--- config.mk ---
export PLATFORM = sky130hd
export DESIGN_NAME = flagged_key_rank_assign
export DESIGN_NICKNAME = d
export VERILOG_FILES = /design/src/fkra_pkg.sv /design/src/fkra_ctrl.sv /design/src/fkra_dp.sv /design/src/flagged_key_rank_assign.sv
export SDC_FILE = /design/constraint.sdc
export NUM_CORES = 2
export LEC_CHECK = 0
export ABC_AREA = 1
export BUFFER_PORTS_ARGS = -buffer_cell sky130_fd_sc_hd__buf_4
export CAP_MARGIN = 40
export CORE_MARGIN = 2
export CORE_UTILIZATION = 50
export DETAILED_ROUTE_END_ITERATION = 8
export PLACE_DENSITY = 0.73
export SYNTH_ARGS = -nofsm -noshare
export SYNTH_HDL_FRONTEND = slang
export SYNTH_HIERARCHICAL = 1
export SYNTH_SLANG_ARGS = --single-unit
--- constraint.sdc ---
create_clock -name clk -period 6.1 [get_ports clk]
set_input_delay 0.61 -clock clk [delete_from_list [all_inputs] [get_ports clk]]
set_output_delay 0.61 -clock clk [all_outputs]
set_load 0.03 [all_outputs]
--- src/fkra_pkg.sv ---
package fkra_pkg;

  localparam int VALUE_W   = 7;
  localparam int KEY_W     = VALUE_W + 1;
  localparam int RANK_W    = 7;
  localparam int GRP       = 8;
  localparam int GRP_SUM_W = 4;

  typedef struct packed {
    logic [VALUE_W-1:0] item_value;
    logic               liked;
    logic               last;
  } in_item_t;

  typedef struct packed {
    logic [RANK_W-1:0] rank;
    logic              last_rank;
    logic              dropped;
  } out_item_t;

  typedef struct packed {
    logic store;
    logic drop;
    logic add_sum;
    logic grp_en;
    logic shift;
    logic clear;
  } fkra_cmd_t;

  typedef struct packed {
    logic full;
    logic emit_last;
  } fkra_status_t;

endpackage

--- src/fkra_ctrl.sv ---
module fkra_ctrl (
  input  logic                 clk,
  input  logic                 rst_n,
  input  logic                 in_valid,
  output logic                 in_ready,
  input  logic                 in_last,
  output logic                 out_valid,
  input  logic                 out_ready,
  input  fkra_pkg::fkra_status_t status,
  output fkra_pkg::fkra_cmd_t    cmd
);

  localparam logic [1:0] S_LOAD = 2'd0;
  localparam logic [1:0] S_CNT  = 2'd1;
  localparam logic [1:0] S_FIN  = 2'd2;
  localparam logic [1:0] S_EMIT = 2'd3;

  logic [1:0] state_r, state_nxt;
  logic       pend_r, pend_nxt;
  logic       last_r, last_nxt;

  always_comb begin
    state_nxt = state_r;
    pend_nxt  = pend_r;
    last_nxt  = last_r;
    in_ready  = 1'b0;
    out_valid = 1'b0;
    cmd       = '0;
    case (state_r)
      S_LOAD: begin
        in_ready    = 1'b1;
        // rank of the previous item gets its count of lower keys now
        cmd.add_sum = pend_r;
        pend_nxt    = 1'b0;
        if (in_valid) begin
          if (status.full) begin
            cmd.drop = 1'b1;
            if (in_last) state_nxt = S_EMIT;
          end else begin
            cmd.store = 1'b1;
            last_nxt  = in_last;
            state_nxt = S_CNT;
          end
        end
      end
      S_CNT: begin
        cmd.grp_en = 1'b1;
        if (last_r) begin
          state_nxt = S_FIN;
        end else begin
          pend_nxt  = 1'b1;
          state_nxt = S_LOAD;
        end
      end
      S_FIN: begin
        cmd.add_sum = 1'b1;
        state_nxt   = S_EMIT;
      end
      S_EMIT: begin
        out_valid = 1'b1;
        if (out_ready) begin
          cmd.shift = 1'b1;
          if (status.emit_last) begin
            cmd.clear = 1'b1;
            state_nxt = S_LOAD;
          end
        end
      end
      default: begin
        state_nxt = S_LOAD;
      end
    endcase
  end

  always_ff @(posedge clk) begin
    if (!rst_n) begin
      state_r <= S_LOAD;
      pend_r  <= 1'b0;
      last_r  <= 1'b0;
    end else begin
      state_r <= state_nxt;
      pend_r  <= pend_nxt;
      last_r  <= last_nxt;
    end
  end

endmodule

--- src/fkra_dp.sv ---
module fkra_dp #(
  parameter int MAX_ITEMS = 64
) (
  input  logic                   clk,
  input  logic                   rst_n,
  input  fkra_pkg::fkra_cmd_t    cmd,
  output fkra_pkg::fkra_status_t status,
  input  fkra_pkg::in_item_t     in_data,
  output fkra_pkg::out_item_t    out_data
);

  localparam int IDX_W = (MAX_ITEMS > 1) ? $clog2(MAX_ITEMS) : 1;
  localparam int CNT_W = $clog2(MAX_ITEMS + 1);
  localparam int NG    = (MAX_ITEMS + fkra_pkg::GRP - 1) / fkra_pkg::GRP;
  localparam int PAD   = NG * fkra_pkg::GRP;

  logic [fkra_pkg::KEY_W-1:0]  key_r  [MAX_ITEMS];
  logic [fkra_pkg::RANK_W-1:0] rank_r [MAX_ITEMS];
  logic [fkra_pkg::RANK_W-1:0] rank_nxt [MAX_ITEMS];
  logic [PAD-1:0]              cmp_r, cmp_nxt;
  logic [fkra_pkg::GRP_SUM_W-1:0] grp_r [NG];
  logic [fkra_pkg::RANK_W-1:0] sum_total;
  logic [CNT_W-1:0]            count_r, count_nxt;
  logic [CNT_W-1:0]            cnt_m1;
  logic [IDX_W-1:0]            wr_idx, pend_idx;
  logic [IDX_W-1:0]            emit_r, emit_nxt;
  logic                        ovf_r, ovf_nxt;
  logic [fkra_pkg::KEY_W-1:0]  new_key;
  logic [MAX_ITEMS-1:0]        inc;

  assign new_key  = {in_data.liked, in_data.item_value};
  assign cnt_m1   = count_r - CNT_W'(1);
  assign wr_idx   = count_r[IDX_W-1:0];
  assign pend_idx = cnt_m1[IDX_W-1:0];

  assign status.full      = (count_r == CNT_W'(MAX_ITEMS));
  assign status.emit_last = (emit_r == cnt_m1[IDX_W-1:0]);

  // compare the new key against every stored item at once
  always_comb begin
    cmp_nxt = '0;
    inc     = '0;
    for (int j = 0; j < MAX_ITEMS; j++) begin
      if (CNT_W'(j) < count_r) begin
        cmp_nxt[j] = (key_r[j] <= new_key);
        inc[j]     = cmd.store && (key_r[j] > new_key);
      end
    end
  end

  always_comb begin
    sum_total = '0;
    for (int g = 0; g < NG; g++) begin
      sum_total = sum_total + fkra_pkg::RANK_W'(grp_r[g]);
    end
  end

  for (genvar j = 0; j < MAX_ITEMS; j++) begin : g_cell
    always_comb begin
      rank_nxt[j] = rank_r[j];
      if (cmd.shift) begin
        if (j < MAX_ITEMS - 1) rank_nxt[j] = rank_r[(j + 1) % MAX_ITEMS];
        else rank_nxt[j] = '0;
      end else if (cmd.store && (wr_idx == IDX_W'(j))) begin
        rank_nxt[j] = fkra_pkg::RANK_W'(1);
      end else begin
        rank_nxt[j] = rank_r[j] + fkra_pkg::RANK_W'(inc[j]) +
                      ((cmd.add_sum && (pend_idx == IDX_W'(j))) ? sum_total : '0);
      end
    end

    always_ff @(posedge clk) begin
      rank_r[j] <= rank_nxt[j];
      if (cmd.store && (wr_idx == IDX_W'(j))) key_r[j] <= new_key;
    end
  end

  // first half of the lower-key count: bits summed in groups of eight
  for (genvar g = 0; g < NG; g++) begin : g_grp
    always_ff @(posedge clk) begin
      if (cmd.grp_en) grp_r[g] <= fkra_pkg::GRP_SUM_W'($countones(cmp_r[g*fkra_pkg::GRP +:
                                                                     fkra_pkg::GRP]));
    end
  end

  always_ff @(posedge clk) begin
    if (cmd.store) cmp_r <= cmp_nxt;
  end

  always_comb begin
    count_nxt = count_r;
    ovf_nxt   = ovf_r;
    emit_nxt  = emit_r;
    if (cmd.store) count_nxt = count_r + CNT_W'(1);
    if (cmd.drop) ovf_nxt = 1'b1;
    if (cmd.shift) emit_nxt = emit_r + IDX_W'(1);
    if (cmd.clear) begin
      count_nxt = '0;
      ovf_nxt   = 1'b0;
      emit_nxt  = '0;
    end
  end

  always_ff @(posedge clk) begin
    if (!rst_n) begin
      count_r <= '0;
      ovf_r   <= 1'b0;
      emit_r  <= '0;
    end else begin
      count_r <= count_nxt;
      ovf_r   <= ovf_nxt;
      emit_r  <= emit_nxt;
    end
  end

  assign out_data.rank      = rank_r[0];
  assign out_data.last_rank = status.emit_last;
  assign out_data.dropped   = ovf_r;

endmodule

--- src/flagged_key_rank_assign.sv ---
// loading: a stored item is transferred, then group-counted in its own state; an item
// beyond capacity is dropped on transfer; ranks are kept up to date in a row of cells
// after the last item the ranks settle (group count, then final sum; skipped if the closing
// item is dropped), then one result per cycle while out_ready is high, n results in load
// order, shifted out of the cell row
// reset: synchronous active-low rst_n empties the set and clears the overflow flag
module flagged_key_rank_assign #(
  parameter int MAX_ITEMS = 64
) (
  input  logic                clk,
  input  logic                rst_n,
  input  logic                in_valid,
  output logic                in_ready,
  input  fkra_pkg::in_item_t  in_data,
  output logic                out_valid,
  input  logic                out_ready,
  output fkra_pkg::out_item_t out_data
);

  fkra_pkg::fkra_cmd_t    cmd;
  fkra_pkg::fkra_status_t status;

  fkra_ctrl u_ctrl (
    .clk       (clk),
    .rst_n     (rst_n),
    .in_valid  (in_valid),
    .in_ready  (in_ready),
    .in_last   (in_data.last),
    .out_valid (out_valid),
    .out_ready (out_ready),
    .status    (status),
    .cmd       (cmd)
  );

  fkra_dp #(
    .MAX_ITEMS (MAX_ITEMS)
  ) u_dp (
    .clk      (clk),
    .rst_n    (rst_n),
    .cmd      (cmd),
    .status   (status),
    .in_data  (in_data),
    .out_data (out_data)
  );

endmodule

# Yosys cells after proc, flatten, opt, wreduce, memory -nomap -nowiden

Memories as Yosys holds them, arrays and structs flattened.
Index checks and enable logic that the tools add are counted.

Eq/ne operators: 136
Add/sub/neg operators: 194
Order comparisons: 192
Multiplexer cells: 595
Bitwise gates (word level): 2
Reduce and logical (&&, ||, !) cells: 263

Operator list:

| cell               | count |
|---|---|
| $mux 7             | 192 |
| $gt 8x8->1         | 64 |
| $le 8x8->1         | 64 |
| $mux 8             | 63 |
| $reduce_or 8->1    | 63 |
| $add 7x1->7        | 64 |
| $add 7x7->7        | 64 |
| $eq 6x6->1 const B | 64 |
| $mux 6             | 63 |
| $mux 1             | 264 |
| $lt 6x7->1 const A | 32 |
| $eq 6x5->1 const B | 32 |
| $logic_and 1x1->1  | 192 |
| $lt 5x7->1 const A | 16 |
| $add 4x4->4        | 24 |
| $eq 6x4->1 const B | 16 |
| $add 1x1->2        | 32 |
| $lt 4x7->1 const A | 8 |
| $eq 6x3->1 const B | 8 |
| $add 7x4->7        | 6 |
| $lt 3x7->1 const A | 4 |
| $eq 6x2->1 const B | 4 |
| $mux 2             | 10 |
| $lt 1x7->1 const A | 2 |
| 22 further kinds   | 31 |

Bits in registers: 82
RAM bits: 992
Output and inout bits: 11
Input port bits: 13
Memories: 3
Word-level logic and storage cells: 1,455

Memories:

| name        | words | width | read ports | clocked after memory_dff | write ports | line          | RTL |
|---|---|---|---|---|---|---|---|
| u_dp.key_r  | 64    | 8     | 64         | 0                        | 1           | fkra_dp.sv:17 | `logic [fkra_pkg::KEY_W-1:0] key_r [MAX_ITEMS];` |
| u_dp.rank_r | 64    | 7     | 64         | 0                        | 64          | fkra_dp.sv:18 | `logic [fkra_pkg::RANK_W-1:0] rank_r [MAX_ITEMS];` |
| u_dp.grp_r  | 8     | 4     | 8          | 0                        | 8           | fkra_dp.sv:21 | `logic [fkra_pkg::GRP_SUM_W-1:0] grp_r [NG];` |

# Logic depth before layout (Yosys ltp)

Depth after elaboration: 71
Gate-level depth with buffers: 25
Depth with buffers taken out: 24

# By module

Netlist, hierarchy kept.

By module, submodules not included:

| module    | seq. area each (µm²) | instances | area an instance (µm²) | cells each |
|---|---|---|---|---|
| fkra_dp   | 27,506.4             | 1         | 66,968.0               | 7,615 |
| fkra_ctrl | 80.1                 | 1         | 261.5                  | 45 |

# Worst setup path after synthesis

OpenSTA, ideal clock, no wires.

Path type: reg-to-reg
From: register u_dp.count_r[0]
To: memory u_dp/rank_r[0][216] in the netlist's numbering
Arrival: 4,981 ps
Buffers on the path: 3
Library setup time: 114 ps
Period minus slack after synthesis: 5,095 ps
Slack: 1,005 ps
Data required time: 5,986 ps
Cell stages (with the launch flop): 23
Path through: dfxtp_1 inv_2 ha_1 nand2_2 nor3_1 inv_1 nand3_1 inv_1 buf_2 inv_1 clkbuf_1 clkbuf_1 nor2_1 nand2_1 fa_1 fa_1 o21ai_0 nand2_1 nand2_1 a21oi_1 nand3b_1 nand3_1 nand2_1

RTL lines:

| what                   | line           | RTL |
|---|---|---|
| from (decl)            | fkra_dp.sv:23  | `logic [CNT_W-1:0] count_r, count_nxt;` |
| from (signal assigned) | fkra_dp.sv:110 | `count_r <= count_nxt;` |
| to (decl)              | fkra_dp.sv:18  |  |

==> flow_metrics.tcl <==
set metrics [dict create \
    slew_violations 0 \
    drcViolationCount 0 \
    die_area_um2 137000 \
    pwr-share-seq_pct 25.7 \
    syn-instance-count 7660 \
    crit_path_end_kind "flop" \
    timing.fmax_mhz 182 \
    cts_tree "built" \
    worstPathArrival_ps 6190 \
    clk_latency_ps 760 \
    clk_pin_slew_worst_paths_ps 60 \
    cap_violations 0 \
    area_growth_pct 10.4 \
    worstPathRequired_ps 6800 \
    cp_slowest_cell "fa_1" \
    switching_share_pct 53.4 \
    avgRoutedWirePerCell_um 20.0 \
    power_switching_mw 21.2 \
    core_um2 133000 \
    fin_cells 9625 \
    critPathLaunchType "flop" \
    synth_area_leaders "edfxtp_1 (27%), ha_1 (16%), dfxtp_1 (14%)" \
    avgSynthCellArea_um2 8.78 \
    ios 24 \
    ys_ff_latch 1074 \
    finalPower_mw 39.7 \
    setup.worst_path.class "flop to flop" \
    fp.dieH_um 371 \
    post_drt_via_cell_ratio 5.64 \
    ys_seq_area_share_pct 41.0 \
    first_iter_violations 4794 \
    syn_area_um2 67200 \
    cp_max_fo 14 \
    chipWidth_um 371 \
    dp_cells 9402 \
    hold_viol_final 0 \
    outcome "finished, final reports clean" \
    holdWs_ps 162 \
    grt_pass1_wl_um 297000 \
    grt_start_max_net_pins 181 \
    path_common_cell "nand2_1" \
    setup_viol 0 \
    mostFrequentLayoutCells "nand2_1 (1746), inv_1 (902), ha_1 (869)" \
    root_buffer "clkbuf_16" \
    cts.sinks 1074 \
    row_count 134 \
    tightestPinTransition_ps 954 \
    hold_path.class "primary input to flop" \
    gp_congestion 0.966 \
    post_cts_buffers 0 \
    antenna_found_initial 3 \
    p_comb_share_pct 55.7 \
    post-route-period-util_pct 89.9 \
    cts-resized-gates 0 \
    synth_top_area_cell "edfxtp_1" \
    htree_levels 3 \
    cts_buffers 118 \
    nets 8820 \
    postRouteAntennaNets 0 \
    layout_commonest_cell "nand2_1" \
    cp_cell_sequence "inv_1 > fa_1 > inv_1 > fa_1 > fa_1 > fa_1 > ha_1 > fa_1 > inv_2 > buf_4 > nor2_1 > ha_1 > nand2_1 > nand2_1 > nand2_1 > nand3_1 > or2_2 > nand2_1 > nand3_1 > nand2_1 > nand2_1 > nand2_1" \
    relSlewSlack_pct 36.4 \
    power.density_nw_per_um2 535 \
    yosysWarningCount 6 \
    vdd_ir_drop_max_mv 3.46 \
    cts_buffer_depth 3 \
    finClkSkew_ps 31.6 \
    internal_power_mw 18.5 \
    grt-ovfl-total 0 \
    start_util_pct 50.4 \
    final.setup.tns_ps 0 \
    place_hpwl_um 138000 \
    rsz0062_at_grt "no" \
    final_layout_size_suffix_gt1_share_pct 6.57 \
    first_pass_iters 8 \
    period_minus_slack_ps 5480 \
    grtUsageTotal_pct 27.9 \
    yosys.area.top_type_share_pct 27.2 \
    clkPwrFrac_pct 18.6 \
    routed_wirelength_um 193000 \
    slowest_delay_ps 530 \
    vias 54275 \
    port-buffer-count 23 \
    ctsHoldBuffers 0 \
    fill_cells 11721 \
    synth_nets 8726 \
    power.leakage_nw 33.9 \
    grt_pass1_vias 53566 \
    ys_types 48 \
]
-- critical path: cells and delay by family (launching register included) --
family	cells	cell delay, ps
AND/OR/NAND/NOR	11	1040
flip-flops	1	340
adder cells (fa/ha/maj)	7	3090
buffers and inverters	4	900
-- cell families (layout without fill, tap and decap cells) --
kind of cell | Yosys count | in the layout | synth area share, %
DFF | 1074 | 1074 | 41.0
xor gates and xnor gates | 171 | 171 | 2.23
and+or+nand+nor | 3055 | 3055 | 19.0
adders and majority gates | 1053 | 1053 | 21.6
AOI/OAI and AO/OA | 1205 | 1205 | 9.83
buffers and inverters | 1102 | 1298 | 6.28
other | 0 | 1 | 0
-- area by class of cell --
cell class | instances | area [µm²] | area share, %
Timing Repair Buffer | 122 | 1320 | 1.77
Tap cell | 1768 | 2210 | 2.98
Sequential cell | 1074 | 27600 | 37.2
Antenna cell | 1 | 2.50 | 0.00337
Inverter | 954 | 3600 | 4.85
Clock buffer | 156 | 3230 | 4.35
Clock inverter | 66 | 767 | 1.03
Multi-Input combinational cell | 5484 | 35500 | 47.8
-- power by group through the flow --
stage | combinational (mW) | clock [mW] | sequential (mW)
3_5_place_dp | 21.8 | 0 | 10.3
5_1_grt | 23.2 | 7.78 | 10.3
3_3_place_gp | 21.2 | 0 | 10.3
2_1_floorplan | 13.3 | 0 | 10.0
4_1_cts | 21.9 | 7.49 | 10.2
6_report | 22.1 | 7.39 | 10.2
-- through the flow --
stage | area [µm²] | setup WS [ps] | util (%)
5_1_grt | 74200 | 394 | 55.6
3_5_place_dp | 70200 | 675 | 52.6
3_3_place_gp | 69900 | 809 | 52.4
4_1_cts | 74200 | 666 | 55.6
6_report | 74200 | 615 | 55.6
2_1_floorplan | 67200 | 1010 | -
-- path summary, 6_finish.rpt --
| check | from | to | slack (ps) | cells after the start |
|---|---|---|---|---|
| worst min register to register | u_dp/rank_r[1][222] | u_dp/rank_r[1][215] | 460 | 2 |
| worst min-delay path | rst_n | u_ctrl/state_r[1] | 160 | 3 |
| worst max register to register | u_dp/grp_r[1][2] | u_dp/rank_r[1][34] | 620 | 22 |
| worst max-delay path | u_dp/grp_r[1][2] | u_dp/rank_r[1][34] | 620 | 22 |
-- registers in the layout (all words and copies together) (netlist names) --
signal and flops:
u_ctrl/last_r 1, u_ctrl/pend_r 1, u_ctrl/state_r 2, u_dp/cmp_r 64
u_dp/count_r 7, u_dp/emit_r 6, u_dp/grp_r 32, u_dp/key_r 512
u_dp/ovf_r 1, u_dp/rank_r 448
-- routing by layer --
metal / vias up / global-route usage (%) / share of wire [%]
li1: 25830 / - / -
met1: 26032 / 35.4 / 41
met2: 1941 / 45.9 / 46
met3: 466 / 4.66 / 7.5
met4: 6 / 14.1 / 5.3
met5: - / 0 / 0.019
-- cells in the mapped netlist (all sizes together) --
cell / number
o21ai: 445
and2: 12
o22ai: 62
or2: 34
nand4: 104
clkinv: 2
nand3b: 28
nor3: 14
o21bai: 26
nand3: 260
nand2: 1761
a32oi: 18
fa: 183
xnor2: 45
or3: 2
o211ai: 18
o21a: 3
buf: 38
a31o: 32
a21boi: 2
inv: 952
nor3b: 1
dfxtp: 466
nor4: 1
ha: 870
xor2: 126
a21oi: 519
a2111oi: 1
edfxtp: 608
nor2: 838
a31oi: 16
a22oi: 63
clkbuf: 110
No activity file was read; power rests on OpenSTA's default activity.
